## src/rtl/core/spbb_pkg.sv

```systemverilog
// shared constants, register indexes, types and helpers for the sprite part bounding box block
// no dependencies; imported by every module of the block
`timescale 1ns / 1ps

package spbb_pkg;

  localparam int MAX_DIM      = 256;
  localparam int PALETTE_SIZE = 8;
  localparam int PART_COUNT   = 7;

  localparam int CODE_W  = 8;
  localparam int LABEL_W = 3;
  localparam int DIM_W   = $clog2(MAX_DIM);
  localparam int SIZE_W  = DIM_W + 1;
  localparam int IDX_W   = (PART_COUNT > 1) ? $clog2(PART_COUNT) : 1;

  // register widths as the register map defines them
  localparam int PAL_CHARS_W  = 64;
  localparam int PAL_PARTS_W  = 24;
  localparam int PAL_COUNT_W  = 4;
  localparam int SIZE_REG_W   = 9;
  localparam int CFG_DATA_W   = 64;
  localparam int CFG_ADDR_W   = 3;

  localparam logic [CFG_ADDR_W-1:0] REG_PAL_CHARS  = 3'd0;
  localparam logic [CFG_ADDR_W-1:0] REG_PAL_PARTS  = 3'd1;
  localparam logic [CFG_ADDR_W-1:0] REG_PAL_COUNT  = 3'd2;
  localparam logic [CFG_ADDR_W-1:0] REG_SPR_WIDTH  = 3'd3;
  localparam logic [CFG_ADDR_W-1:0] REG_SPR_HEIGHT = 3'd4;

  localparam int FIELDS_W = 2 * DIM_W + 2 * SIZE_W;
  localparam int TDATA_W  = ((FIELDS_W + 7) / 8) * 8;
  localparam int TUSER_W  = LABEL_W + 1;

  typedef enum logic [1:0] {
    ST_RUN  = 2'b01,
    ST_EMIT = 2'b10
  } spbb_state_t;

  typedef struct packed {
    logic             accept;
    logic             load;
    logic             clear_seen;
    logic [IDX_W-1:0] idx;
  } spbb_cmd_t;

  typedef struct packed {
    logic sprite_end;
  } spbb_status_t;

  // zero acts as one, anything past the largest sprite acts as the largest
  function automatic logic [SIZE_W-1:0] eff_dim(input logic [SIZE_REG_W-1:0] v);
    logic [SIZE_W-1:0] r;
    if (v == '0) begin
      r = SIZE_W'(1);
    end else if (32'(v) > MAX_DIM) begin
      r = SIZE_W'(MAX_DIM);
    end else begin
      r = SIZE_W'(v);
    end
    return r;
  endfunction

endpackage

```

## src/rtl/core/spbb_ctrl.sv

```systemverilog
// controller for the sprite part bounding box block: pixel/emit sequencing and result handshake
// depends on spbb_pkg
`timescale 1ns / 1ps

module spbb_ctrl (
  input  logic                 clk,
  input  logic                 rst_n,
  input  logic                 in_tvalid,
  output logic                 in_tready,
  output logic                 out_tvalid,
  input  logic                 out_tready,
  input  spbb_pkg::spbb_status_t status,
  output spbb_pkg::spbb_cmd_t  cmd
);
  import spbb_pkg::*;

  spbb_state_t      state_r, state_nxt;
  logic [IDX_W-1:0] idx_r, idx_nxt;
  logic             out_valid_r, out_valid_nxt;
  logic             accept, load, last_idx;

  assign in_tready = (state_r == ST_RUN);
  assign accept    = in_tvalid && in_tready;
  // result register is free or being drained this cycle
  assign load      = (state_r == ST_EMIT) && (!out_valid_r || out_tready);
  assign last_idx  = (idx_r == IDX_W'(PART_COUNT - 1));

  always_comb begin
    state_nxt     = state_r;
    idx_nxt       = idx_r;
    out_valid_nxt = out_valid_r;
    if (out_tready) begin
      out_valid_nxt = 1'b0;
    end
    if (load) begin
      out_valid_nxt = 1'b1;
    end
    case (state_r)
      ST_RUN: begin
        if (accept && status.sprite_end) begin
          state_nxt = ST_EMIT;
          idx_nxt   = '0;
        end
      end
      ST_EMIT: begin
        if (load) begin
          if (last_idx) begin
            state_nxt = ST_RUN;
            idx_nxt   = '0;
          end else begin
            idx_nxt = idx_r + IDX_W'(1);
          end
        end
      end
      default: begin
        state_nxt = ST_RUN;
        idx_nxt   = '0;
      end
    endcase
  end

  always_ff @(posedge clk) begin
    if (!rst_n) begin
      state_r     <= ST_RUN;
      idx_r       <= '0;
      out_valid_r <= 1'b0;
    end else begin
      state_r     <= state_nxt;
      idx_r       <= idx_nxt;
      out_valid_r <= out_valid_nxt;
    end
  end

  assign out_tvalid     = out_valid_r;
  assign cmd.accept     = accept;
  assign cmd.load       = load;
  assign cmd.clear_seen = load && last_idx;
  assign cmd.idx        = idx_r;

endmodule

```

## src/rtl/core/spbb_datapath.sv

```systemverilog
// datapath for the sprite part bounding box block: config registers, palette lookup,
// raster counters, per-label box lanes and the result register; depends on spbb_pkg
`timescale 1ns / 1ps

module spbb_datapath (
  input  logic                            clk,
  input  logic                            rst_n,
  input  logic                            cfg_wr_en,
  input  logic [spbb_pkg::CFG_ADDR_W-1:0] cfg_addr,
  input  logic [spbb_pkg::CFG_DATA_W-1:0] cfg_wdata,
  input  logic [spbb_pkg::CODE_W-1:0]     pixel_code,
  input  spbb_pkg::spbb_cmd_t             cmd,
  output spbb_pkg::spbb_status_t          status,
  output logic [spbb_pkg::LABEL_W-1:0]    part_label,
  output logic                            found,
  output logic [spbb_pkg::DIM_W-1:0]      box_left,
  output logic [spbb_pkg::DIM_W-1:0]      box_top,
  output logic [spbb_pkg::SIZE_W-1:0]     box_width,
  output logic [spbb_pkg::SIZE_W-1:0]     box_height,
  output logic                            last_of_run
);
  import spbb_pkg::*;

  logic [PAL_CHARS_W-1:0] pal_chars_r;
  logic [PAL_PARTS_W-1:0] pal_parts_r;
  logic [PAL_COUNT_W-1:0] pal_count_r;
  logic [SIZE_REG_W-1:0]  spr_width_r;
  logic [SIZE_REG_W-1:0]  spr_height_r;

  logic [DIM_W-1:0] col_r, col_nxt;
  logic [DIM_W-1:0] row_r, row_nxt;

  logic [PART_COUNT-1:0] seen_r, seen_nxt;
  logic [DIM_W-1:0]      min_col_r [PART_COUNT];
  logic [DIM_W-1:0]      max_col_r [PART_COUNT];
  logic [DIM_W-1:0]      min_row_r [PART_COUNT];
  logic [DIM_W-1:0]      max_row_r [PART_COUNT];
  logic [DIM_W-1:0]      min_col_nxt [PART_COUNT];
  logic [DIM_W-1:0]      max_col_nxt [PART_COUNT];
  logic [DIM_W-1:0]      min_row_nxt [PART_COUNT];
  logic [DIM_W-1:0]      max_row_nxt [PART_COUNT];

  logic [LABEL_W-1:0]    label_r;
  logic                  found_r;
  logic [DIM_W-1:0]      left_r, top_r;
  logic [SIZE_W-1:0]     width_r, height_r;
  logic                  last_r;

  logic [PAL_COUNT_W-1:0] used_cnt;
  logic [LABEL_W-1:0]     pix_label;
  logic [SIZE_W-1:0]      w_eff, h_eff, col_inc, row_inc;
  logic                   row_end, sprite_end;

  // config writes, unknown indexes dropped
  always_ff @(posedge clk) begin
    if (!rst_n) begin
      pal_chars_r  <= '0;
      pal_parts_r  <= '0;
      pal_count_r  <= '0;
      spr_width_r  <= SIZE_REG_W'(1);
      spr_height_r <= SIZE_REG_W'(1);
    end else if (cfg_wr_en) begin
      case (cfg_addr)
        REG_PAL_CHARS:  pal_chars_r  <= cfg_wdata[PAL_CHARS_W-1:0];
        REG_PAL_PARTS:  pal_parts_r  <= cfg_wdata[PAL_PARTS_W-1:0];
        REG_PAL_COUNT:  pal_count_r  <= cfg_wdata[PAL_COUNT_W-1:0];
        REG_SPR_WIDTH:  spr_width_r  <= cfg_wdata[SIZE_REG_W-1:0];
        REG_SPR_HEIGHT: spr_height_r <= cfg_wdata[SIZE_REG_W-1:0];
        default: ;
      endcase
    end
  end

  // palette lookup, scanned from the top entry down so the lowest match wins
  always_comb begin
    used_cnt = (32'(pal_count_r) > PALETTE_SIZE) ? PAL_COUNT_W'(PALETTE_SIZE) : pal_count_r;
    pix_label = '0;
    for (int k = PALETTE_SIZE - 1; k >= 0; k--) begin
      if ((k < 32'(used_cnt)) && (pal_chars_r[k*CODE_W +: CODE_W] == pixel_code)) begin
        pix_label = pal_parts_r[k*LABEL_W +: LABEL_W];
      end
    end
  end

  assign w_eff      = eff_dim(spr_width_r);
  assign h_eff      = eff_dim(spr_height_r);
  assign col_inc    = {1'b0, col_r} + SIZE_W'(1);
  assign row_inc    = {1'b0, row_r} + SIZE_W'(1);
  assign row_end    = (col_inc >= w_eff);
  assign sprite_end = row_end && (row_inc >= h_eff);
  assign status.sprite_end = sprite_end;

  always_comb begin
    col_nxt = col_r;
    row_nxt = row_r;
    if (cmd.accept) begin
      if (sprite_end) begin
        col_nxt = '0;
        row_nxt = '0;
      end else if (row_end) begin
        col_nxt = '0;
        row_nxt = row_inc[DIM_W-1:0];
      end else begin
        col_nxt = col_inc[DIM_W-1:0];
      end
    end
  end

  // one lane per label, each comparing its own bounds against the pixel position
  always_comb begin
    seen_nxt = seen_r;
    for (int p = 0; p < PART_COUNT; p++) begin
      min_col_nxt[p] = min_col_r[p];
      max_col_nxt[p] = max_col_r[p];
      min_row_nxt[p] = min_row_r[p];
      max_row_nxt[p] = max_row_r[p];
      if (cmd.accept && (32'(pix_label) == p + 1)) begin
        seen_nxt[p] = 1'b1;
        if (!seen_r[p]) begin
          min_col_nxt[p] = col_r;
          max_col_nxt[p] = col_r;
          min_row_nxt[p] = row_r;
          max_row_nxt[p] = row_r;
        end else begin
          if (col_r < min_col_r[p]) min_col_nxt[p] = col_r;
          if (col_r > max_col_r[p]) max_col_nxt[p] = col_r;
          if (row_r < min_row_r[p]) min_row_nxt[p] = row_r;
          if (row_r > max_row_r[p]) max_row_nxt[p] = row_r;
        end
      end
    end
    if (cmd.clear_seen) begin
      seen_nxt = '0;
    end
  end

  always_ff @(posedge clk) begin
    if (!rst_n) begin
      col_r  <= '0;
      row_r  <= '0;
      seen_r <= '0;
    end else begin
      col_r  <= col_nxt;
      row_r  <= row_nxt;
      seen_r <= seen_nxt;
    end
  end

  always_ff @(posedge clk) begin
    for (int p = 0; p < PART_COUNT; p++) begin
      min_col_r[p] <= min_col_nxt[p];
      max_col_r[p] <= max_col_nxt[p];
      min_row_r[p] <= min_row_nxt[p];
      max_row_r[p] <= max_row_nxt[p];
    end
  end

  // result register, loaded one label per transfer slot
  always_ff @(posedge clk) begin
    if (cmd.load) begin
      label_r <= LABEL_W'(cmd.idx) + LABEL_W'(1);
      last_r  <= (cmd.idx == IDX_W'(PART_COUNT - 1));
      if (seen_r[cmd.idx]) begin
        found_r  <= 1'b1;
        left_r   <= min_col_r[cmd.idx];
        top_r    <= min_row_r[cmd.idx];
        width_r  <= {1'b0, max_col_r[cmd.idx]} - {1'b0, min_col_r[cmd.idx]} + SIZE_W'(1);
        height_r <= {1'b0, max_row_r[cmd.idx]} - {1'b0, min_row_r[cmd.idx]} + SIZE_W'(1);
      end else begin
        found_r  <= 1'b0;
        left_r   <= '0;
        top_r    <= '0;
        width_r  <= '0;
        height_r <= '0;
      end
    end
  end

  assign part_label  = label_r;
  assign found       = found_r;
  assign box_left    = left_r;
  assign box_top     = top_r;
  assign box_width   = width_r;
  assign box_height  = height_r;
  assign last_of_run = last_r;

endmodule

```

## src/rtl/core/sprite_part_bounding_boxes.sv

```systemverilog
// Sprite part bounding boxes. Pixel codes stream in raster order, one per transfer, and each
// is mapped through the palette to a body-part label. Non-final pixels are taken one per
// clock with no gaps. The last pixel of a sprite starts the result sequence: seven results
// (labels 1..7, the last with tlast) leave the result register one per clock while out_tready
// is high, and in_tready stays low until the last of them has been loaded into the result
// register; the emit sequencer reads one label lane for each of those loads.
// Configuration must be written only while no transfer is in progress; the block itself does
// not enforce this. A size change in the middle of a sprite takes effect from the next pixel.
// top level; depends on spbb_pkg, spbb_ctrl and spbb_datapath
`timescale 1ns / 1ps

module sprite_part_bounding_boxes (
  input  logic                            clk,
  input  logic                            rst_n,
  input  logic                            cfg_wr_en,
  input  logic [spbb_pkg::CFG_ADDR_W-1:0] cfg_addr,
  input  logic [spbb_pkg::CFG_DATA_W-1:0] cfg_wdata,
  input  logic                            in_tvalid,
  output logic                            in_tready,
  input  logic [spbb_pkg::CODE_W-1:0]     in_tdata,   // pixel_code
  output logic                            out_tvalid,
  input  logic                            out_tready,
  output logic [spbb_pkg::TDATA_W-1:0]    out_tdata,  // box_left, box_top, box_width, box_height
  output logic [spbb_pkg::TUSER_W-1:0]    out_tuser,  // part_label, found
  output logic                            out_tlast   // last_of_run
);
  import spbb_pkg::*;

  spbb_cmd_t          cmd;
  spbb_status_t       status;
  logic [LABEL_W-1:0] part_label;
  logic               found;
  logic [DIM_W-1:0]   box_left, box_top;
  logic [SIZE_W-1:0]  box_width, box_height;

  spbb_ctrl u_ctrl (
    .clk        (clk),
    .rst_n      (rst_n),
    .in_tvalid  (in_tvalid),
    .in_tready  (in_tready),
    .out_tvalid (out_tvalid),
    .out_tready (out_tready),
    .status     (status),
    .cmd        (cmd)
  );

  spbb_datapath u_dp (
    .clk         (clk),
    .rst_n       (rst_n),
    .cfg_wr_en   (cfg_wr_en),
    .cfg_addr    (cfg_addr),
    .cfg_wdata   (cfg_wdata),
    .pixel_code  (in_tdata),
    .cmd         (cmd),
    .status      (status),
    .part_label  (part_label),
    .found       (found),
    .box_left    (box_left),
    .box_top     (box_top),
    .box_width   (box_width),
    .box_height  (box_height),
    .last_of_run (out_tlast)
  );

  assign out_tdata = TDATA_W'({box_height, box_width, box_top, box_left});
  assign out_tuser = {found, part_label};

endmodule

```

## config.mk

```make
export PLATFORM = sky130hd
export DESIGN_NAME = sprite_part_bounding_boxes
export DESIGN_NICKNAME = d
export VERILOG_FILES = /design/src/rtl/core/spbb_pkg.sv /design/src/rtl/core/spbb_ctrl.sv /design/src/rtl/core/spbb_datapath.sv /design/src/rtl/core/sprite_part_bounding_boxes.sv
export SDC_FILE = /design/constraint.sdc
export NUM_CORES = 1
export LEC_CHECK = 0
export BUFFER_PORTS_ARGS = -buffer_cell sky130_fd_sc_hd__buf_2
export CORE_UTILIZATION = 60
export CTS_CLUSTER_SIZE = 30
export DETAILED_ROUTE_END_ITERATION = 8
export GPL_TIMING_DRIVEN = 0
export PLACE_DENSITY = 0.79
export RECOVER_POWER = 50
export SETUP_SLACK_MARGIN = 0.15
export SLEW_MARGIN = 20
export SYNTH_ARGS = -nofsm -noshare
export SYNTH_HDL_FRONTEND = slang
export SYNTH_SLANG_ARGS = --single-unit
```

## constraint.sdc

```tcl
create_clock -name clk -period 4.25 [get_ports clk]
set_input_delay 0.6375 -clock clk [delete_from_list [all_inputs] [get_ports clk]]
set_output_delay 0.6375 -clock clk [all_outputs]
set_load 0.01 [all_outputs]
```

**Word-level counts from Yosys, hierarchy flattened**

Memory sizes are Yosys's and may differ from the RTL's. A register that Yosys moved wholly into a read port is not among the register bits.
Index checks and enable logic that the tools add are counted.

- Bits in registers: 178
- Bits in latches: 0
- RAM bits: 224
- ROM bits: 0
- Input port bits: 80
- Logic and storage cells: 261
- Memories kept: 4

Memories:

| name | words | width | read ports | clocked after memory_dff | wr ports | RTL line | source |
|---|---|---|---|---|---|---|---|
| u_dp.max_col_r | 7 | 8 | 8 | 1 | 7 | spbb_datapath.sv:35 | `logic [DIM_W-1:0] max_col_r [PART_COUNT];` |
| u_dp.max_row_r | 7 | 8 | 8 | 1 | 7 | spbb_datapath.sv:37 | `logic [DIM_W-1:0] max_row_r [PART_COUNT];` |
| u_dp.min_col_r | 7 | 8 | 8 | 1 | 7 | spbb_datapath.sv:34 | `logic [DIM_W-1:0] min_col_r [PART_COUNT];` |
| u_dp.min_row_r | 7 | 8 | 8 | 1 | 7 | spbb_datapath.sv:36 | `logic [DIM_W-1:0] min_row_r [PART_COUNT];` |

- Add/subtract/negate cells: 7
- $mul: 0
- Divide/modulo/power cells: 0
- Order comparisons: 42
- Equality and inequality tests: 25
- Shifts and indexed selects: 0
- Mux-type cells: 122
- Bitwise operators: 1
- Reductions and logical operators: 36

Operator list:

| cell | number |
|---|---|
| 2-to-1 mux 8 bit | 88 |
| > comparator 8 bit | 14 |
| < comparator 8 bit | 14 |
| == test 8 bit | 8 |
| 2-to-1 mux 3 bit | 19 |
| 2-to-1 mux 9 bit | 4 |
| logical AND 1 bit | 20 |
| adder 8 x 1 -> 9 bit (second input constant) | 2 |
| adder 9 x 1 -> 9 bit (second input constant) | 2 |
| == test 3 bit (second input constant) | 6 |
| >= comparator 9 bit | 2 |
| > comparator 9 bit (second input constant) | 2 |
| logical NOT 9 bit | 2 |
| subtractor 8 x 8 -> 9 bit | 2 |
| < comparator 3 x 4 -> 1 bit (first input constant) | 4 |
| AND reduction 2 bit | 7 |
| == test 3 x 2 -> 1 bit (second input constant) | 4 |
| < comparator 1 x 4 -> 1 bit (first input constant) | 2 |
| < comparator 2 x 4 -> 1 bit (first input constant) | 2 |
| == test 3 x 1 -> 1 bit (second input constant) | 2 |
| 2-to-1 mux 2 bit | 3 |
| case mux 3 bit (2 select lines) | 1 |
| > comparator 4 bit (second input constant) | 1 |
| < comparator 3 x 4 -> 1 bit (second input constant) | 1 |
| 16 further kinds | 21 |

**Logic depth before layout (Yosys ltp)**

- Depth in word-level cells: 15
- Depth in mapped cells: 19
- Depth with buffers taken out: 17

**Cells and area by module**

A second synthesis with hierarchy kept.

- Cell total of the unflattened synthesis: 2222
- Area total of the unflattened synthesis: 22918.2 um^2

Modules (own cells, without submodules):

| module | instances | cells each | area an instance (um^2) | seq. area each (um^2) |
|---|---|---|---|---|
| spbb_datapath | 1 | 2178 | 22525.4 | 10560.1 |
| spbb_ctrl | 1 | 36 | 336.6 | 120.1 |
| sprite_part_bounding_boxes | 1 | 8 | 56.3 | 0.0 |

**Least setup slack after synthesis**

OpenSTA, ideal clock, no wires.

- Kind: flip-flop to flip-flop
- Start: reg with a tool-made name
- End: reg u_dp.height_r[8] (netlist: u_dp.box_height[8]), data pin
- Arrival time: 3.388 ns
- Data required time: 3.984 ns
- Setup slack: 0.596 ns
- Cell stages (with the launch flop): 15
- Buffers on the path: 2
- Period minus slack after synthesis: 3.654 ns
- Cells stage by stage: dfxtp_1 > buf_2 > buf_1 > mux4_2 > mux2i_1 > ha_1 > ha_1 > a21o_1 > a21oi_1 > o21bai_1 > a21oi_1 > o21bai_1 > a21oi_1 > xnor2_1 > nor2_1

RTL lines:

| element | RTL line | source |
|---|---|---|
| end signal: assignment | spbb_datapath.sv:168 | `height_r <= {1'b0, max_row_r[cmd.idx]} - {1'b0, min_row_r[cmd.idx]} + SIZE_W'(1);` |
| end: declaration | spbb_datapath.sv:46 | `logic [SIZE_W-1:0] width_r, height_r;` |

==> metrics <==
Net Sw Frac=between 20 and 25%; Async S/R FF share, synth=0%; Avg Cell Area, Syn=about 10 um2; Nets=2738; CP max FO=8; Worst R2R Start=u_dp.pal_chars_r[51]$_SDFFE_PN0P_; area share of the largest cell type after synthesis=33.96%; Vias=approximately 17000; number of max-cap violations=1; final std cells w/o fill=2942; Root Buffer=clkbuf_16; dpl cells=2858; clock sinks=405; Initial Util=61.31%; unrepaired setup endpoints after global routing=yes; post-synthesis cell type count=69; min-delay src=cfg_wdata[30]; EDFF count, synth=263; dpl hpwl=about 43000 um; final-report max-slew violation count=13; Metal-1 WL=about 24000 um; Top Metal Used=met5; P_leak=0.01134 uW; Worst path top cell family by delay=simple AND/OR/NAND/NOR gates; cell repeated most along the worst path=a21oi_1; Longest Clk Path Bufs=3; Tmin final=4.056 ns; Achievable Freq=246.6 MHz; nature of the critical path endpoint=register; Clock Pin Slew Worst Setup and Hold Paths=0.06 ns; number of routed nets with antenna violations=0; startpoint types=register; final clock skew=0.02179 ns; final setup vio count=0; total grt overflow=0; Synth Cell Area=23260 um2; cts hold-fix bufs=0; Routed WL=just under 60000 um; IO Port Bufs=112; routed length on met3=3929 um; Synth area leader=edfxtp_1; largest net degree at the start of global routing=36; Cell Chain, Critical Path=xor2_1, nor4_1, and3_1, mux2i_1, a21oi_1, a211oi_2, nand3_1, a21oi_1; Die Ht=about 200 um; main area contributors after synthesis=edfxtp_1, ha_1, dfxtp_1; Req. time, crit path=4.43 ns; outcome=finished with violations; Worst Path Arrival=4.24 ns; row count=between 70 and 80; Core ar.=37930 um2; Flop pwr share=50.2%; die extent in x=198.9 um; Power Total=8415 uW; power per cell area=324.4 nW/um2; post-CTS resize count=21; total CTS buffers=44; worst slack, placed=-0.4850 ns; switching power=1878 uW; Tightest Hold Check Type=input pin to register; post-synthesis sequential area ratio=between 40% and 50%; vias in the first global route=between 15000 and 20000; post-DR vias/cell=5.855; Comb pwr share=under 10%; Sum Neg Setup Slack=0 ns; first-pass GRT wire length=91970 um; clk_lat worst skew=0.57 ns; met2 wire len=between 20000 and 30000 um; die area=roughly 40000 um2; design internal power=between 6000 and 7000 uW; violated checks=max-capacitance violations, max-slew violations; CTS HTree Levels=2; Synth Register Bits=about 410; drt first pass iters=6; fillcell total=2833; Wirelength per Cell=19.97 um; maximum vdd drop=359.0 uV; synthesized instance count=2229; Total GRT Usage=30.47%; Hold WS=0.3224 ns; CTS tree=built; final hold vios=0; power share of the clock group=44.7%; slew margin rel.=-5.398%; Post-CTS Repair Setup Buffers=0; dominant synthesized flop cell=edfxtp_1; final period utilization=95.43%; worst-margin pin slew=~1.6 ns; Worst path slowest cell=a21oi_1; I/O pin total=127; max incr delay on CP=0.84 ns; Area Overhead vs Synth=11.54%; final worst slack=0.1942 ns; share of layout cells above drive strength 1=10.29%; Yosys Warn Count=0; CP bufs+invs=0; Worst Setup SP=u_dp.pal_chars_r[51]$_SDFFE_PN0P_; drt drc=0; DRT iter0 DRCs=1418; critical path type=register to register; GPL Wtd Cong=a little over 0.9; R2R Setup Slk=0.19 ns; initial antenna violation count=3
-- per-stage QoR --
| stage | instance area, um2 | util [%] |
|---|---|---|
| after CTS | 25950 | 68.41 |
| after global routing | 25940 | 68.37 |
| after global placement | 24480 | 64.52 |
| after floorplan | 23280 | - |
| after detailed placement | 24520 | 64.65 |
| final | 25940 | 68.39 |
-- worst min-delay path, cell delays in order --
cell     delay (ns)
buf_2          0.10
nand2_1        0.04
a21oi_1        0.05
-- cell usage after synthesis, drive strengths merged, types with 21 or more instances --
cell / instances
mux2i: 60
nand2b: 36
and3: 21
nand2: 304
dfxtp: 142
a21oi: 101
a21boi: 99
ha: 263
nand3: 52
edfxtp: 263
xor2: 34
a21o: 69
nor2b: 36
inv: 230
nor2: 57
mux4: 33
xnor2: 53
o21ai: 121
buf: 31
clkbuf: 60
-- area by class of cell --
class	instances	area, um2	share of cell area, %
Multi-Input combinational cell	1506	11290	43.53
Sequential cell	405	10770	41.50
Clock buffer	59	1210	4.664
Inverter	232	870.8	3.357
Tap cell	511	639.4	2.465
Timing Repair Buffer	113	511.7	1.973
Buffer	91	450.4	1.736
Clock inverter	23	195.2	0.7524
Antenna cell	2	5.005	0.01929
-- worst paths after layout --
kind	endpoint	cells after the start
hold reg to reg	u_dp.pal_chars_r[17]$_SDFFE_PN0P_	2
hold / removal	u_dp.pal_chars_r[30]$_SDFFE_PN0P_	3
setup reg to reg	u_dp.min_row_r[5][5]$_DFFE_PP_	8
setup / recovery	u_dp.min_row_r[5][5]$_DFFE_PP_	8
-- logic make-up after synthesis --
group,after synthesis,synth area share [%]
simple gates,581,11.66
compound gates,469,13.01
flops,405,46.18
buf+inv,323,5.509
fa+ha+maj,265,14.32
mux,98,6.020
xor+xnor,87,3.276
other cells,1,0.01612
-- metal layers --
metal	vias up	track usage (%)
met5	-	0
met3	174	4.968
met1	8182	36.89
li1	8168	-
met2	700	52.27
met4	2	15.78
-- power by group through the flow --
stage	logic, uW	registers (uW)	clock network, uW
2_1_floorplan	261	4300	0
3_3_place_gp	406	4310	0
3_5_place_dp	419	4310	0
4_1_cts	424	4220	3780
5_1_grt	460	4230	3940
6_report	428	4220	3760
-- flip-flops by register name (all words and copies together) (netlist names), 24 cells and up, named ones only --
| name | cells |
|---|---|
| u_dp.pal_chars_r | 64 |
| u_dp.min_row_r | 56 |
| u_dp.max_row_r | 56 |
| u_dp.min_col_r | 56 |
| u_dp.max_col_r | 56 |
| u_dp.pal_parts_r | 24 |
-- cells in the final DEF (no fill, tap or decap), types with 17 or more instances in the layout --
master / instances
nor2b_1: 36
inv_1: 230
a21boi_0: 97
mux4_2: 33
edfxtp_1: 263
clkbuf_1: 107
dfxtp_1: 128
xor2_1: 34
o21a_1: 17
nand4_1: 19
clkbuf_16: 46
nand3_1: 50
nor2_1: 57
nand2b_1: 36
ha_1: 263
buf_2: 75
and3_1: 20
a21o_1: 69
nand2_1: 304
o21ai_0: 117
mux2i_1: 58
a21oi_1: 96
xnor2_1: 53
No activity file was read; power rests on OpenSTA's default activity.
